File: src/hw/rtl/frame_sequence_queue_assert.svh
// Assertion macros used by the frame sequence queue top-level module.
`ifndef FRAME_SEQUENCE_QUEUE_ASSERT_SVH
`define FRAME_SEQUENCE_QUEUE_ASSERT_SVH

// Same-cycle implication, checked on every rising clock edge outside reset.
`define FSQ_ASSERT_NOW(label, ante, cons, msg) \
   label: assert property (@(posedge clock) disable iff (reset) (ante) |-> (cons)) \
      else $error(msg);

// Next-cycle implication, checked on every rising clock edge outside reset.
`define FSQ_ASSERT_NEXT(label, ante, cons, msg) \
   label: assert property (@(posedge clock) disable iff (reset) (ante) |=> (cons)) \
      else $error(msg);

`endif

File: src/hw/rtl/fsq_pkg.sv
package fsq_pkg;

   // Number of pending sequences held in the cell chain.
   localparam int QUEUE_DEPTH = 4;
   // Width of the fill count, which must hold QUEUE_DEPTH itself.
   localparam int CNT_W = $clog2(QUEUE_DEPTH + 1);

   // Request kinds.
   localparam logic [1:0] MODE_TICK = 2'd0;
   localparam logic [1:0] MODE_ADD  = 2'd1;
   localparam logic [1:0] MODE_ICON = 2'd2;

   // One sequence: start frame, length, repeat flag and variant.
   typedef struct packed {
      logic       variant;
      logic       repeat_flag;
      logic [7:0] length;
      logic [7:0] start;
   } entry_type;

   // Per-cell control from the sequencer.
   typedef struct packed {
      logic      shift;
      logic      load;
      entry_type data;
   } cell_ctl_type;

   // One response item.
   typedef struct packed {
      logic [8:0] icon_index;
      logic       icon_variant;
      logic       show;
      logic       dropped;
   } rsp_type;

endpackage

File: src/hw/rtl/fsq_cell.sv
module fsq_cell import fsq_pkg::*; (
   input  logic         clock,
   input  cell_ctl_type ctl,
   input  entry_type    next_entry,
   output entry_type    entry
);

   entry_type entry_ff;
   entry_type entry_in;

   // A load takes the new sequence; a pop takes the neighbor's entry.
   always_comb begin
      entry_in = entry_ff;
      if (ctl.load) begin
         entry_in = ctl.data;
      end else if (ctl.shift) begin
         entry_in = next_entry;
      end
   end

   always_ff @(posedge clock) begin
      entry_ff <= entry_in;
   end

   assign entry = entry_ff;

endmodule

File: src/hw/rtl/fsq_out_buf.sv
module fsq_out_buf import fsq_pkg::*; (
   input  logic    clock,
   input  logic    reset,
   input  logic    push,
   input  rsp_type push_data,
   output logic    full,
   output logic    out_valid,
   output rsp_type out_data,
   input  logic    out_stall
);

   logic    out_valid_ff;
   logic    out_valid_in;
   logic    skid_valid_ff;
   logic    skid_valid_in;
   rsp_type out_data_ff;
   rsp_type out_data_in;
   rsp_type skid_data_ff;
   rsp_type skid_data_in;
   logic    pop;

   assign pop = out_valid_ff && !out_stall;

   // Output register with a skid slot behind it. The upstream side stalls
   // only while the skid slot is occupied, so it never pushes then.
   always_comb begin
      out_valid_in  = out_valid_ff;
      out_data_in   = out_data_ff;
      skid_valid_in = skid_valid_ff;
      skid_data_in  = skid_data_ff;
      if (skid_valid_ff) begin
         if (pop) begin
            out_data_in   = skid_data_ff;
            skid_valid_in = 1'b0;
         end
      end else if (!out_valid_ff || pop) begin
         out_valid_in = push;
         out_data_in  = push_data;
      end else if (push) begin
         skid_valid_in = 1'b1;
         skid_data_in  = push_data;
      end
   end

   always_ff @(posedge clock) begin
      if (reset) begin
         out_valid_ff  <= 1'b0;
         skid_valid_ff <= 1'b0;
      end else begin
         out_valid_ff  <= out_valid_in;
         skid_valid_ff <= skid_valid_in;
      end
      out_data_ff  <= out_data_in;
      skid_data_ff <= skid_data_in;
   end

   assign full      = skid_valid_ff;
   assign out_valid = out_valid_ff;
   assign out_data  = out_data_ff;

endmodule

File: src/hw/rtl/frame_sequence_queue.sv
// Channel    | Handshake           | Payload
// -----------+---------------------+---------------------------------------------
// request    | req_valid/req_stall | mode, start_frame, frame_count, repeat, flush
// response   | rsp_valid/rsp_stall | icon_index, icon_variant, show, dropped
//
// One request is taken every cycle while req_stall is low; its response goes out from
// the output register. The whole sequencer update, including a queue push or
// pop through the cell chain, completes in the accepting cycle.
// Reset is synchronous and active high; no clearing pass is needed.
// A two-entry output buffer lets a request be taken while one response waits;
// req_stall rises only once both entries hold unread responses.
module frame_sequence_queue import fsq_pkg::*; (
   input  logic       clock,
   input  logic       reset,
   input  logic       req_valid,
   output logic       req_stall,
   input  logic [1:0] req_mode,
   input  logic [7:0] req_start_frame,
   input  logic [7:0] req_frame_count,
   input  logic       req_repeat_req,
   input  logic       req_flush_queue,
   output logic       rsp_valid,
   input  logic       rsp_stall,
   output logic [8:0] rsp_icon_index,
   output logic       rsp_icon_variant,
   output logic       rsp_show,
   output logic       rsp_dropped
);

`include "frame_sequence_queue_assert.svh"

   localparam logic [CNT_W-1:0] CountFull = CNT_W'(QUEUE_DEPTH);

   logic             running_ff;
   logic             running_in;
   logic [7:0]       position_ff;
   logic [7:0]       position_in;
   entry_type        cur_ff;
   entry_type        cur_in;
   logic [CNT_W-1:0] count_ff;
   logic [CNT_W-1:0] count_in;

   logic             buf_full;
   logic             accept;
   logic             res_valid;
   rsp_type          res_data;
   rsp_type          buf_data;
   logic             shift;
   logic             wr_en;
   logic [CNT_W-1:0] wr_slot;
   entry_type        wr_data;
   entry_type        head;
   logic [7:0]       pos_sel;
   entry_type        cur_sel;
   logic [7:0]       len_eff;

   cell_ctl_type     cell_ctl   [QUEUE_DEPTH];
   entry_type        cell_entry [QUEUE_DEPTH];

   assign accept  = req_valid && !buf_full;
   assign head    = cell_entry[0];
   assign len_eff = (req_frame_count == 8'd0) ? 8'd1 : req_frame_count;

   // Sequencer: decides the new current sequence, the queue operation and the
   // response for the accepted request.
   always_comb begin
      running_in  = running_ff;
      position_in = position_ff;
      cur_in      = cur_ff;
      count_in    = count_ff;
      res_valid   = 1'b0;
      res_data    = '0;
      shift       = 1'b0;
      wr_en       = 1'b0;
      wr_slot     = count_ff;
      wr_data     = '0;
      pos_sel     = position_ff;
      cur_sel     = cur_ff;
      if (accept) begin
         case (req_mode)
            MODE_TICK: begin
               if (running_ff) begin
                  if (position_ff >= cur_ff.length) begin
                     pos_sel = 8'd0;
                     if (count_ff != '0) begin
                        // End of sequence: take the next one from the queue.
                        cur_sel  = head;
                        shift    = 1'b1;
                        count_in = count_ff - CNT_W'(1);
                     end
                  end
                  if ((position_ff >= cur_ff.length) && (count_ff == '0) &&
                      !cur_ff.repeat_flag) begin
                     running_in = 1'b0;
                  end else begin
                     cur_in                = cur_sel;
                     position_in           = pos_sel + 8'd1;
                     res_valid             = 1'b1;
                     res_data.icon_index   = {1'b0, cur_sel.start} + {1'b0, pos_sel};
                     res_data.icon_variant = cur_sel.variant;
                     res_data.show         = 1'b1;
                  end
               end
            end
            MODE_ADD: begin
               res_valid = 1'b1;
               if (running_ff) begin
                  wr_slot             = req_flush_queue ? '0 : count_ff;
                  wr_data.start       = req_start_frame;
                  wr_data.length      = len_eff;
                  wr_data.repeat_flag = req_repeat_req;
                  wr_data.variant     = 1'b0;
                  if (wr_slot == CountFull) begin
                     res_data.dropped = 1'b1;
                  end else begin
                     wr_en    = 1'b1;
                     count_in = wr_slot + CNT_W'(1);
                  end
               end else begin
                  // Idle: start the sequence at once.
                  cur_in.start        = req_start_frame;
                  cur_in.length       = len_eff;
                  cur_in.repeat_flag  = req_repeat_req;
                  cur_in.variant      = 1'b0;
                  position_in         = 8'd0;
                  count_in            = '0;
                  running_in          = 1'b1;
                  res_data.icon_index = {1'b0, req_start_frame};
                  res_data.show       = 1'b1;
               end
            end
            MODE_ICON: begin
               res_valid = 1'b1;
               if (running_ff) begin
                  // Replace the queue with a single static frame.
                  wr_en               = 1'b1;
                  wr_slot             = '0;
                  wr_data.start       = req_start_frame;
                  wr_data.length      = 8'd1;
                  wr_data.repeat_flag = 1'b0;
                  wr_data.variant     = 1'b1;
                  count_in            = CNT_W'(1);
               end else begin
                  res_data.icon_index   = {1'b0, req_start_frame};
                  res_data.icon_variant = 1'b1;
                  res_data.show         = 1'b1;
               end
            end
            default: begin
            end
         endcase
      end
   end

   always_ff @(posedge clock) begin
      if (reset) begin
         running_ff  <= 1'b0;
         position_ff <= 8'd0;
         cur_ff      <= '{variant: 1'b0, repeat_flag: 1'b0, length: 8'd1, start: 8'd0};
         count_ff    <= '0;
      end else begin
         running_ff  <= running_in;
         position_ff <= position_in;
         cur_ff      <= cur_in;
         count_ff    <= count_in;
      end
   end

   // Pending queue: a chain of cells, each shifting toward the head on a pop.
   for (genvar i = 0; i < QUEUE_DEPTH; i++) begin : g_cell
      always_comb begin
         cell_ctl[i].shift = shift;
         cell_ctl[i].load  = wr_en && (wr_slot == CNT_W'(i));
         cell_ctl[i].data  = wr_data;
      end

      fsq_cell u_cell (
         .clock      (clock),
         .ctl        (cell_ctl[i]),
         .next_entry (cell_entry[(i + 1 < QUEUE_DEPTH) ? i + 1 : i]),
         .entry      (cell_entry[i])
      );
   end

   // Response buffer.
   fsq_out_buf u_out_buf (
      .clock     (clock),
      .reset     (reset),
      .push      (res_valid),
      .push_data (res_data),
      .full      (buf_full),
      .out_valid (rsp_valid),
      .out_data  (buf_data),
      .out_stall (rsp_stall)
   );

   assign req_stall        = buf_full;
   assign rsp_icon_index   = buf_data.icon_index;
   assign rsp_icon_variant = buf_data.icon_variant;
   assign rsp_show         = buf_data.show;
   assign rsp_dropped      = buf_data.dropped;

   // The queue never holds more than its depth.
   `FSQ_ASSERT_NOW(a_count_bound, 1'b1, count_ff <= CountFull, "pending count overflow")
   // While running, the position never passes the length of the sequence.
   `FSQ_ASSERT_NOW(a_position_bound, running_ff, position_ff <= cur_ff.length,
      "position beyond sequence length")
   // The request side stalls only when a response is waiting and was stalled.
   `FSQ_ASSERT_NOW(a_stall_cause, req_stall, rsp_valid && $past(rsp_stall),
      "request stall without a stalled response")
   // A response pushed while the output is stalled lands in the skid slot.
   `FSQ_ASSERT_NEXT(a_skid_fill, res_valid && rsp_valid && rsp_stall, req_stall,
      "response lost while output stalled")

endmodule

File: config.mk
export PLATFORM = sky130hd
export DESIGN_NAME = frame_sequence_queue
export DESIGN_NICKNAME = d
export VERILOG_FILES = /design/src/hw/rtl/fsq_pkg.sv /design/src/hw/rtl/fsq_cell.sv /design/src/hw/rtl/fsq_out_buf.sv /design/src/hw/rtl/frame_sequence_queue.sv
export VERILOG_INCLUDE_DIRS = /design/src /design/src/hw/rtl
export SDC_FILE = /design/constraint.sdc
export NUM_CORES = 1
export LEC_CHECK = 0
export ABC_AREA = 1
export BUFFER_PORTS_ARGS = -buffer_cell sky130_fd_sc_hd__buf_2
export CORE_UTILIZATION = 38
export CTS_CLUSTER_DIAMETER = 120
export CTS_CLUSTER_SIZE = 30
export DETAILED_ROUTE_END_ITERATION = 8
export SLEW_MARGIN = 20
export SYNTH_ARGS = -nofsm -noshare
export SYNTH_HDL_FRONTEND = slang
export SYNTH_SLANG_ARGS = --single-unit
File: constraint.sdc
create_clock -name clock -period 3.6 [get_ports clock]
set_input_delay 0.18 -clock clock [delete_from_list [all_inputs] [get_ports clock]]
set_output_delay 0.18 -clock clock [all_outputs]
set_load 0.05 [all_outputs]
==> parameters.txt <==
Parameter                              Value

Global route
  Global-route wire length before repair ... ~22000 um
  Remaining Overflow, GRT ... 0
  Global routing usage summed across all routing layers ... 0.161
  Number of antenna violations at the first check in global routing ... 0
  Vias in the first global route ... between 4000 and 5000
  Maximum number of pins on one net before global-route repair ... 27

Cells and area
  Final Net Count ... approximately 850
  Fill cell total of the finished layout ... between 1500 and 2000
  Multi-input combinational cell area ... ~2700 um^2
  Fraction of layout cells with a size suffix above 1 ... 0.138
  Antenna diodes ... 0
  Register area ... 3520 um^2
  Growth of design area from synthesis to finish ... 14.4%

Worst setup path
  WP buf/inv ... 1
  Crit Path Max Fanout ... 18
  Worst path slowest cell ... sky130_fd_sc_hd__dfxtp_1
  CP Launch Type ... flop
  Crit path max-delay family ... simple AND/OR/NAND/NOR gates
  Cell-by-cell trace of the critical path ... ha_1 > a21oi_1 > nand2_1 > nand2_1 > nand3_2 > nand2_4 > mux2i_1 > inv_1 > ha_1 > a21oi_1 > nand2_1 > o21ai_0 > nand3_1
  Worst path required time ... approximately 3.8 ns
  Crit path DAT ... about 3.2 ns
  Type of destination of the critical path ... flop
  Most used cell, CP ... sky130_fd_sc_hd__nand2_1
  Setup CP Type ... reg2reg
  Largest stage delay on the critical path ... between 0.3 and 0.4 ns

Logic synthesis
  Syn Inst Count ... approximately 750
  Yosys top cell by area ... sky130_fd_sc_hd__edfxtp_1
  Leading cell type by number of instances after synthesis ... sky130_fd_sc_hd__nand2_1
  Top-area cell type share of the netlist area ... 0.431
  Most numerous cell types in the synthesized netlist ... sky130_fd_sc_hd__nand2_1, sky130_fd_sc_hd__edfxtp_1, sky130_fd_sc_hd__inv_1, sky130_fd_sc_hd__o21ai_0, sky130_fd_sc_hd__a21oi_1
  Most area-consuming cells after synthesis ... sky130_fd_sc_hd__edfxtp_1, sky130_fd_sc_hd__nand2_1, sky130_fd_sc_hd__dfxtp_1
  Most used flip-flop cell after synthesis ... sky130_fd_sc_hd__edfxtp_1
  Number of enable flip-flop cells after synthesis ... 96
  Unique masters post-synth ... 42
  Post-synthesis register bit count ... roughly 130
  Yosys warns ... 0
  Syn Nets ... 802
  Mapped Area ... 6690 um^2
  Sequential element share of the synthesized area ... 0.526
  Post-synthesis area per instance ... between 8 and 9 um^2
  Fraction of synthesis flops using an asynchronous set or reset pin ... 0

Detailed routing
  TritonRoute pass-1 iters ... 5
  Average wire per cell in the routed design ... between 10 and 15 um
  DR iter-0 viols ... ~300
  Via-per-instance ratio ... 4.68
  Routed WL ... ~14000 um
  Antenna viol nets, final ... 0
  DRC errors left ... 0
  Number of vias in the routed layout ... between 4000 and 5000

Floorplan
  Number of primary I/O pins ... 38
  Die span in y ... approximately 130 um
  Area of the core ... 17200 um^2
  Die Width ... around 130 um
  Effective utilization at floorplan ... 0.388
  Number of cell rows ... 48
  Full die area ... ~18000 um^2

Flow run
  Number of maximum-capacitance violations ... 0

Timing
  Actual slew at the worst max-slew pin ... approximately 0.74 ns
  Final setup TNS ... 0 ns
  Number of endpoints failing setup at the final stage ... 0
  Worst slew margin relative to its limit ... 0.503
  Setup repair after global routing missed its margin ... false
  Final worst path period share ... 0.848
  FMAX ... 327 MHz
  Final Max Slew Viols ... 0
  Final setup skew ... between 0.008 and 0.009 ns
  Minimum period implied by the final worst setup slack ... 3.05 ns
  Final hold violations ... 0

Clock network
  Max clock buf depth ... 2
  Root Buffer ... sky130_fd_sc_hd__clkbuf_16
  Clock transition time at the flip-flop clock pins of the worst setup and hold paths ... ~0.060 ns
  Clock tree from TritonCTS ... built
  Num Clock Sinks ... approximately 130
  Resized cells post-CTS ... 0
  Latest clock arrival within the worst-skew pair ... approximately 0.42 ns
  Hold-fix buffers, CTS ... 0
  Setup Buffers After CTS ... 0
  # H-tree levels ... 4
  Inserted Clock Buffers ... 17

Place
  Sum of net half-perimeters after detailed placement ... roughly 10000 um
  Total of buffers placed on input and output ports ... 37
  Final Wtd Congestion ... 0.864

Outcome
  Result of the run ... complete, no violations

Min path
  Class of the most critical hold timing path ... in2reg

Power
  Leakage power figure ... between 0.003 and 0.004 uW
  PD cells ... between 400 and 500 nW/um^2
  Total Power Consumption ... 3650 uW
  Worst vdd rail ir drop ... between 300 and 400 uV
cells by family after synthesis:
family / synth area share
buffers and inverters: 0.0695
flip-flops: 0.526
AO/OA/AOI/OAI: 0.109
multiplexers: 0.0136
XOR/XNOR: 0.00393
AND/OR/NAND/NOR: 0.230
adder cells (fa/ha/maj): 0.0467
layout make-up:
class                   instances  share of cell area
clock buffers                  17              0.0556
clock inverters                15              0.0176
well taps                     225              0.0368
flip-flops and latches        128               0.460
inverters                      86              0.0422
multi-input cells             516               0.354
repair buffers                 47              0.0340
report_power, final:
part           internal (uW)  switching, uW
Combinational            115            278
Sequential              1620           18.7
Clock                    954            667
Total                   2690            964
stage by stage:
step / hold slack [ns] / utilization / std cells / worst slack, ns / area [um^2]
after global placement: 0.445 / 0.412 / 1002 / 0.634 / 7100
final: 0.0836 / 0.444 / 1034 / 0.547 / 7660
after floorplan: 0.249 / - / 753 / 0.491 / 6690
after CTS: 0.0704 / 0.444 / 1034 / 0.567 / 7660
after detailed placement: 0.454 / 0.412 / 1002 / 0.590 / 7100
after global routing: 0.0912 / 0.444 / 1034 / 0.295 / 7660
placed cells by master, fill, tap and decap left out, drive strengths merged, types with 7 or more instances in the layout:
master    n
a21oi    40
buf      47
clkbuf   17
dfxtp    32
edfxtp   96
ha       25
inv      91
mux2i     8
nand2   249
nand3    31
nand4     7
nor2     49
nor3     11
o21ai    70
layer usage:
metal  global-route usage  up-vias  share of wire
met5                    0        -              0
met4               0.0743        0          0.021
met3               0.0315       19          0.027
met2                0.267       73           0.49
met1                0.204     2147           0.47
li1                     -     2602              -
registers in the layout, summed over array words and instances, names as in the netlist:
signal	count
count_ff	3
cur_ff	18
u_out_buf.skid_data_ff	12
u_out_buf.out_valid	1
position_ff	8
g_cell.u_cell.entry	72
u_out_buf.full	1
u_out_buf.out_data	12
running_ff	1
final timing paths:
path / startpoint / endpoint / slack (ns) / cells after the start
max: position_ff[3]$_SDFFE_PP0P_ / u_out_buf.out_data[7]$_DFFE_PP_ / 0.55 / 13
min reg2reg: cur_ff[14]$_SDFFE_PP0P_ / cur_ff[14]$_SDFFE_PP0P_ / 0.46 / 2
max reg2reg: position_ff[3]$_SDFFE_PP0P_ / u_out_buf.out_data[7]$_DFFE_PP_ / 0.55 / 13
min: req_valid / running_ff$_SDFFE_PP0P_ / 0.08 / 3
worst reg2reg max path, delay by kind of cell (launching register included):
family          cells  cell delay (ns)
simple gates        6             0.76
buf+inv             1             0.08
fa+ha+maj           2             0.66
compound gates      3             0.69
mux                 1             0.27
flops               1             0.35
No activity file was read; power rests on OpenSTA's default activity.
